**config.mk**
```make
export PLATFORM = sky130hd
export DESIGN_NAME = feistel_block_cipher_64
export DESIGN_NICKNAME = d
export VERILOG_FILES = /design/src/hw/rtl/fbc64_pkg.sv /design/src/hw/rtl/feistel_block_cipher_64.sv
export VERILOG_INCLUDE_DIRS = /design/src /design/src/hw/rtl
export SDC_FILE = /design/constraint.sdc
export NUM_CORES = 2
export LEC_CHECK = 0
export BUFFER_PORTS_ARGS = -buffer_cell sky130_fd_sc_hd__buf_2
export CAP_MARGIN = 40
export CORE_MARGIN = 4
export CORE_UTILIZATION = 60
export DETAILED_ROUTE_END_ITERATION = 12
export PLACE_DENSITY_LB_ADDON = 0.08
export SLEW_MARGIN = 10
export SYNTH_ARGS = -nofsm -noshare
export SYNTH_HDL_FRONTEND = slang
export SYNTH_SLANG_ARGS = --single-unit
```
**constraint.sdc**
```tcl
create_clock -name clk -period 26.4 [get_ports clk]
set_input_delay 3.96 -clock clk [delete_from_list [all_inputs] [get_ports clk]]
set_output_delay 3.96 -clock clk [all_outputs]
set_load 0.005 [all_outputs]
```
**src/hw/rtl/feistel_block_cipher_64_assert.svh**
```systemverilog
// Assertion macros for the feistel cipher RTL.
// No dependencies; expects clk and rst_n in the including scope.
`ifndef FEISTEL_BLOCK_CIPHER_64_ASSERT_SVH
`define FEISTEL_BLOCK_CIPHER_64_ASSERT_SVH

// Clocked assertion, disabled while reset is asserted.
`define FBC64_ASSERT(lbl, prop, msg) \
  lbl: assert property (@(posedge clk) disable iff (!rst_n) (prop)) else $error(msg);

// Same, but also checked during reset.
`define FBC64_ASSERT_ALWAYS(lbl, prop, msg) \
  lbl: assert property (@(posedge clk) (prop)) else $error(msg);

`endif

```
**src/hw/rtl/fbc64_pkg.sv**
```systemverilog
// Types, constants and key schedule helpers for the 64-bit feistel cipher.
// No dependencies.
package fbc64_pkg;

  localparam int BLK_W    = 64;
  localparam int HALF_W   = 32;
  localparam int KEY_W    = 56;
  localparam int OFF_W    = 8;
  localparam int ROT_W    = 4;   // rotation amount in nibbles, 0..13
  localparam int ADDR_W   = 4;
  localparam int PDATA_W  = 64;

  localparam logic [3:0] ROT_STEPS = 4'd14;

  // Register indexes (byte address >> 3)
  localparam logic REG_KEY = 1'b0;
  localparam logic REG_OFF = 1'b1;

  localparam logic CMD_ENC = 1'b0;
  localparam logic CMD_DEC = 1'b1;

  typedef struct packed {
    logic              cmd;
    logic [BLK_W-1:0]  blk;
  } stage_t;

  // t mod 14 for an 8-bit t: reciprocal estimate (73/1024 < 1/14), then one fixup.
  function automatic logic [ROT_W-1:0] mod14(input logic [OFF_W-1:0] t);
    logic [14:0] prod;
    logic [4:0]  q;
    logic [7:0]  r;
    prod = 15'(t) * 15'd73;
    q    = prod[14:10];
    r    = t - 8'(q) * 8'd14;
    if (r >= 8'(ROT_STEPS)) begin
      r = r - 8'(ROT_STEPS);
    end
    return r[ROT_W-1:0];
  endfunction

  // Round key: low half of the key rotated left by 4*(|off - idx| mod 14) within 56 bits.
  function automatic logic [HALF_W-1:0] round_key(input logic [KEY_W-1:0] key,
                                                  input logic [OFF_W-1:0] off,
                                                  input logic [OFF_W-1:0] idx);
    logic [OFF_W-1:0]   t;
    logic [ROT_W-1:0]   r;
    logic [6:0]         shamt;
    logic [2*KEY_W-1:0] dbl;
    t     = (off >= idx) ? (off - idx) : (idx - off);
    r     = mod14(t);
    shamt = 7'(KEY_W) - {1'b0, r, 2'b00};
    dbl   = {key, key} >> shamt;
    return dbl[HALF_W-1:0];
  endfunction

endpackage

```
**src/hw/rtl/feistel_block_cipher_64.sv**
```systemverilog
// Top level of the 64-bit feistel cipher: round pipeline, output skid, APB registers.
// Depends on fbc64_pkg and feistel_block_cipher_64_assert.svh.
//
//  channel | handshake              | payload
//  --------+------------------------+---------------------------------
//  in      | in_valid / in_stall    | in_cmd, in_data_block
//  out     | out_valid / out_stall  | out_result_block
//  cfg     | psel/penable/pwrite    | paddr, pwdata, prdata (pready=1)
//
// One block accepted per cycle while in_stall is low; there is an input register
// and one register per round.  Round keys are registered from the config values.
// Synchronous active-low reset clears the valid bits and config registers to zero.
// A stalled result goes to a skid register; the pipeline freezes only once
// the skid is occupied, and in_stall is then raised.
module feistel_block_cipher_64 #(
  parameter int ROUNDS = 8
) (
  input  logic                           clk,
  input  logic                           rst_n,
  input  logic                           in_valid,
  output logic                           in_stall,
  input  logic                           in_cmd,
  input  logic [fbc64_pkg::BLK_W-1:0]    in_data_block,
  output logic                           out_valid,
  input  logic                           out_stall,
  output logic [fbc64_pkg::BLK_W-1:0]    out_result_block,
  input  logic                           psel,
  input  logic                           penable,
  input  logic                           pwrite,
  input  logic [fbc64_pkg::ADDR_W-1:0]   paddr,
  input  logic [fbc64_pkg::PDATA_W-1:0]  pwdata,
  output logic [fbc64_pkg::PDATA_W-1:0]  prdata,
  output logic                           pready
);
  import fbc64_pkg::*;

  `include "feistel_block_cipher_64_assert.svh"

  // Config registers
  logic [KEY_W-1:0] key_r;
  logic [OFF_W-1:0] off_r;
  logic             reg_sel;
  logic             wr_en;

  assign pready  = 1'b1;
  assign reg_sel = paddr[3];
  assign wr_en   = psel && penable && pwrite && pready;

  always_ff @(posedge clk) begin
    if (!rst_n) begin
      key_r <= '0;
      off_r <= '0;
    end else if (wr_en) begin
      unique case (reg_sel)
        REG_KEY: key_r <= pwdata[KEY_W-1:0];
        REG_OFF: off_r <= pwdata[OFF_W-1:0];
        default: ;
      endcase
    end
  end

  always_comb begin
    unique case (reg_sel)
      REG_KEY: prdata = PDATA_W'(key_r);
      REG_OFF: prdata = PDATA_W'(off_r);
      default: prdata = '0;
    endcase
  end

  // Round keys, one register per round
  logic [HALF_W-1:0] rkey_r [ROUNDS];

  // Pipeline: stg_r[s] holds the state before round s
  stage_t            stg_r   [ROUNDS];
  stage_t            stg_nxt [ROUNDS];
  logic [ROUNDS-1:0] stg_vld_r;
  stage_t            rnd_out [ROUNDS];

  logic              adv;
  logic [BLK_W-1:0]  out_r,  out_nxt;
  logic              out_vld_r, out_vld_nxt;
  logic [BLK_W-1:0]  skid_r, skid_nxt;
  logic              skid_vld_r, skid_vld_nxt;
  logic              res_vld;

  assign adv      = !skid_vld_r;
  assign in_stall = skid_vld_r;
  assign res_vld  = stg_vld_r[ROUNDS-1];

  for (genvar s = 0; s < ROUNDS; s++) begin : g_round
    logic [HALF_W-1:0] lh, rh, mix;

    always_ff @(posedge clk) begin
      rkey_r[s] <= round_key(key_r, off_r, OFF_W'(s));
    end

    assign lh  = stg_r[s].blk[BLK_W-1:HALF_W];
    assign rh  = stg_r[s].blk[HALF_W-1:0];
    assign mix = lh ^ rh ^ rkey_r[s];

    always_comb begin
      rnd_out[s].cmd = stg_r[s].cmd;
      unique case (stg_r[s].cmd)
        CMD_ENC: rnd_out[s].blk = {rh, mix};
        CMD_DEC: rnd_out[s].blk = {mix, lh};
        default: rnd_out[s].blk = stg_r[s].blk;
      endcase
    end

    if (s == 0) begin : g_first
      assign stg_nxt[s] = '{cmd: in_cmd, blk: in_data_block};
      always_ff @(posedge clk) begin
        if (!rst_n) begin
          stg_vld_r[s] <= 1'b0;
        end else if (adv) begin
          stg_vld_r[s] <= in_valid;
        end
      end
    end else begin : g_rest
      assign stg_nxt[s] = rnd_out[s-1];
      always_ff @(posedge clk) begin
        if (!rst_n) begin
          stg_vld_r[s] <= 1'b0;
        end else if (adv) begin
          stg_vld_r[s] <= stg_vld_r[s-1];
        end
      end
    end

    always_ff @(posedge clk) begin
      if (adv) begin
        stg_r[s] <= stg_nxt[s];
      end
    end
  end

  // Output register with skid
  always_comb begin
    out_nxt      = out_r;
    out_vld_nxt  = out_vld_r;
    skid_nxt     = skid_r;
    skid_vld_nxt = skid_vld_r;
    if (!out_vld_r || !out_stall) begin
      if (skid_vld_r) begin
        out_nxt      = skid_r;
        out_vld_nxt  = 1'b1;
        skid_vld_nxt = 1'b0;
      end else begin
        out_nxt     = rnd_out[ROUNDS-1].blk;
        out_vld_nxt = res_vld;
      end
    end else if (adv && res_vld) begin
      // output held: park the finished transaction
      skid_nxt     = rnd_out[ROUNDS-1].blk;
      skid_vld_nxt = 1'b1;
    end
  end

  always_ff @(posedge clk) begin
    if (!rst_n) begin
      out_vld_r  <= 1'b0;
      skid_vld_r <= 1'b0;
    end else begin
      out_vld_r  <= out_vld_nxt;
      skid_vld_r <= skid_vld_nxt;
    end
    out_r  <= out_nxt;
    skid_r <= skid_nxt;
  end

  assign out_valid        = out_vld_r;
  assign out_result_block = out_r;

  `FBC64_ASSERT(a_skid_needs_out, skid_vld_r |-> out_vld_r, "skid full while output empty")
  `FBC64_ASSERT(a_skid_on_stall, $rose(skid_vld_r) |-> $past(out_vld_r && out_stall), "skid loaded without output stall")
  `FBC64_ASSERT(a_pipe_frozen, skid_vld_r |=> $stable(stg_vld_r), "pipeline moved while skid full")

endmodule
```
# After elaboration in Yosys (flattened, before gate mapping)
# Memories as Yosys holds them, arrays and structs flattened.
# Index checks and enable logic that the tools add are counted.
# op_classes
order_cmp	16
shift	8
reduce_logical	11
bitwise	27
multipliers	16
muxes	28
add_sub_neg	39
# ops
op	n
one-hot mux 64 bit (2 select lines)	9
right shift 112 x 7 -> 32 bit	8
bitwise XOR 32 bit	16
multiplier 8 x 7 -> 15 bit, second input constant	8
greater-or-equal comparator 8 x 4 -> 1 bit, second input constant	8
2-to-1 mux 64 bit	1
2-to-1 mux 8 bit	8
subtractor 8 bit	8
multiplier 5 x 3 -> 7 bit, second input constant	8
subtractor 6 x 6 -> 7 bit, first input constant	8
greater-or-equal comparator 8 x 3 -> 1 bit, second input constant	4
2-to-1 mux 4 bit	8
subtractor 3 x 8 -> 8 bit, first input constant	4
subtractor 4 bit, second input constant	8
subtractor 8 x 3 -> 8 bit, second input constant	4
greater-or-equal comparator 8 x 1 -> 1 bit, second input constant	2
greater-or-equal comparator 8 x 2 -> 1 bit, second input constant	2
subtractor 1 x 8 -> 8 bit, first input constant	2
subtractor 2 x 8 -> 8 bit, first input constant	2
subtractor 8 x 2 -> 8 bit, second input constant	2
inverter 1 bit	11
subtractor 8 x 1 -> 8 bit, second input constant	1
AND reduction 2 bit	3
logical AND 1 bit	3
4 further kinds	7
# word_totals
wordCells	161
ramBits	776
ff_bits	202
n_memories	2
out_inout_bits	131
# mem_list
memory	depth	width	rd	rd_clocked_by_memory_dff	wr	line	rtl
stg_r	8	65	8	0	8	feistel_block_cipher_64.sv:74	stage_t stg_r [ROUNDS];
rkey_r	8	32	8	0	8	feistel_block_cipher_64.sv:71	logic [HALF_W-1:0] rkey_r [ROUNDS];

# Depth between registers and ports, before layout
# logic_depth
depth_word	9
mapped_depth	48

# Worst setup path after synthesis
# No wires, ideal clock.
# synth_path
path_type	flip-flop to flip-flop
from	reg skid_vld_r, in the netlist in_stall
to	reg out_r[54], in the netlist out_result_block[54], data pin
arrival_time_ps	16855
path_stages_with_launch	5
period_less_slack_ps	17089
setup_time_ps	234
slack_ps	9311
cell_sequence	dfxtp_1 inv_1 clkbuf_1 clkbuf_1 mux2_2
# synth_between
elab_chain_len	1
# synth_lines
element	line	rtl
start: declaration	feistel_block_cipher_64.sv:83	logic skid_vld_r, skid_vld_nxt;
start signal: assignment	feistel_block_cipher_64.sv:165	skid_vld_r <= skid_vld_nxt;
2-to-1 mux 64 bit	feistel_block_cipher_64.sv:144	if (skid_vld_r) begin
end signal: assignment	feistel_block_cipher_64.sv:167	out_r <= out_nxt;
end: declaration	feistel_block_cipher_64.sv:80	logic [BLK_W-1:0] out_r, out_nxt;
# No other way between the ends.
# A chain may end at the register's enable or synchronous reset.

==> metrics.txt <==
Yosys warning count=0; Tightest Hold Check Type=reg2reg; CTS Buf Count=98; EDFF count, synth=648; fraction of registers with async set/reset=0; WP data required=26.92 ns; GR Util met1=0.4882; gr usage total=0.3692; postcts setup bufs=0; Crit Path Category=reg2reg; CTS max path bufs=3; Hold Path Depth=2; CTS Sinks=978; commonest non-fill, non-tap cell in the layout=nand2_1; Top-Level Pins=between 200 and 300; hold_sp=off_r[0]; Final ANT Viol Nets=0; grt total ovfl=0; GP Congestion=approximately 1.1; Die Height=345.8 microns; Area Overhead vs Synth=8.974%; Total Nets Final=7,464; FF-to-FF Start=off_r[3]; most frequent cells in the layout=906 x nand2_1, 648 x edfxtp_1, 599 x xnor2_1; Die Footprint=about 120,000 sq um; CTS tree=yes; Setup TNS=0 ns; drt drc=0; Final Max Slew Viols=0; CP max FO=49; H-tree levels=3; worst reg-to-reg path cell count=37; Arr. time, crit path=12.40 ns; reg2reg setup slack=14.52 ns; Die X-Extent=345.8 microns; GRT busiest layer=met2; largest net degree at the start of global routing=195; Yosys top cell by area=edfxtp_1; dpl hpwl=175,200 microns; Syn Area/Cell=approximately 10 sq um; number of vias per cell=6.377; max_cap viols=0; DR vias=54,490; clock latency on the worst-skew pair=0.72 ns; final wirelength=228,400 microns; PostCTS Resize Cnt=0; Core Box Area=between 100,000 and 150,000 sq um; cts hold-fix bufs=0; antenna violations before repair=36; Post-Synth XOR/XNOR Area=0.1515; Netlist cell types=109; Max-slew headroom=0.1555; GRT met2 Usage=0.5396; Primary FF master, synth=edfxtp_1; Post-Synth Simple-Gate Area=0.1206; share of cells above drive strength 1=0.1283; final worst path period need=approximately 12 ns; Mapped Area=68,460 sq um; Worst setup EP type=register; most frequent CP cell=ha_1; I/O Buffers=250; vias in the first global route=51,020; Synth top area share=0.2842; Clock Skew=0.05302 ns; cells after synthesis=between 6,000 and 7,000; routing usage on met3=0.09482; Root Buffer=clkbuf_16; Synth area leaders=edfxtp_1 28%, dfxtp_1 9.7%, xnor2_1 7.7%, xor2_1 7.3%, mux4_2 6.1%; DRT Pass-1 Iters=8; drt wl/cell=26.73 microns; Starting Density=0.6060; Hold Violations, Final=0; fin crit share=0.4499; #FFs+latches synth=978; status=finished, final reports clean; 1st-iter DRT viols=6,840; final setup violation count=0; Fmax=around 0.084 GHz; Worst Hold Path EP=off_r[0]; Least-Margin Pin Slew=1.267 ns; Synth Area in Compound Gates=0.1288; largest family of logic cells by synthesized area=XOR/XNOR gates; CTS clock-pin slew for the worst setup and hold paths=approximately 0.060 ns; unrepaired setup endpoints after global routing=no; post-synthesis sequential area ratio=0.3808; Crit path largest cell delay=0.82 ns; R2R Path End=rkey_r[0][71]; crit start category=register; FP Rows=about 120; first-pass GRT wire length=331,900 microns; Worst path slowest cell=clkinv_1; mux contribution to synthesized area=0.1095; adder-cell area share of the yosys netlist=0.07391
[logic make-up (layout without fill, tap and decap cells)]
kind of cell             count (synthesis)  count (layout)
AND/OR/NAND/NOR                       1917            1917
AO/OA/AOI/OAI                         1333            1333
XOR/XNOR                              1173            1173
flip-flops                             978             978
buffers and inverters                  595             740
multiplexers                           503             503
adder cells (fa/ha/maj)                378             378
other                                    2              23
[cell type report]
| class | instances | area (sq um) |
|---|---|---|
| diodes | 14 | 35.03 |
| clock buffers | 123 | 2649 |
| clock inverters | 62 | 610.6 |
| fillers | 8843 | 38360 |
| inverters | 171 | 649.4 |
| multi-input cells | 5313 | 40190 |
| flip-flops and latches | 978 | 26070 |
| well taps | 1500 | 1877 |
| repair buffers | 384 | 2521 |
[flip-flops by register name, summed over array words and instances (netlist names)]
register / count
stg_r: 520
rkey_r: 256
out_result_block: 64
skid_r: 64
key_r: 56
off_r: 8
stg_vld_r: 7
in_stall: 1
out_valid: 1
res_vld: 1
[Yosys cell counts (17+ instances only)]
cell	n
o221ai_1	41
nand3_1	58
a211oi_1	81
and2_1	33
mux4_2	186
buf_2	54
xor2_1	567
mux2_2	94
mux2i_1	221
o211ai_1	98
fa_1	44
and3_1	23
a221o_1	17
buf_4	21
xnor2_1	600
edfxtp_1	648
a31oi_1	20
a21o_1	69
o21a_1	28
a22oi_1	78
o22ai_1	42
buf_1	59
ha_1	334
o21ai_0	231
dfxtp_1	330
nor3_1	85
a21boi_0	69
clkbuf_1	289
inv_1	164
nand2_1	910
nand2b_1	48
a21oi_1	356
o21bai_1	20
a32oi_1	31
nor2b_1	138
nor2_1	556
[per-layer routing]
metal | wire length (microns) | up-vias | part of all wire
met2 | 96670 | 2969 | 0.42
met4 | 17270 | 8 | 0.076
met3 | 24550 | 493 | 0.11
li1 | - | 24590 | -
met5 | 52 | - | 0.00023
met1 | 89900 | 26430 | 0.39
[worst max-delay path, delay by kind of cell, from the launching register on]
family	cells	cell delay, ns
flops	1	0.59
buf+inv	6	1.87
fa+ha+maj	9	3.29
simple gates	8	2.55
xor+xnor	4	1.14
mux	1	0.15
compound gates	9	2.02
[stage by stage]
step | util | setup WS (ns) | hold slack (ns) | cell area [sq um] | std cells
3_3_place_gp | 0.6251 | 14.18 | 0.4747 | 70610 | 8287
3_5_place_dp | 0.6306 | 14.72 | 0.4800 | 71230 | 8334
5_1_grt | 0.6601 | 13.83 | 0.5109 | 74570 | 8531
4_1_cts | 0.6594 | 14.69 | 0.4887 | 74490 | 8519
6_report | 0.6604 | 14.52 | 0.4875 | 74600 | 8545
2_1_floorplan | - | 9.311 | 0.4244 | 68480 | 6886
[worst max path at each step]
stage | endpoint | slack [ns] | depth (start not counted) | startpoint
after floorplan | out_result_block[54] | 9.31 | 4 | in_stall
after global placement | rkey_r[0][67] | 14.18 | 37 | off_r[3]
after detailed placement | rkey_r[0][73] | 14.72 | 37 | off_r[3]
after CTS | rkey_r[0][73] | 14.69 | 37 | off_r[3]
after global routing | rkey_r[0][69] | 13.83 | 40 | off_r[3]
final | rkey_r[0][71] | 14.52 | 37 | off_r[3]
Power is not shown: default switching activity piles up to over one toggle a cycle in this logic, so the estimate is an artifact.
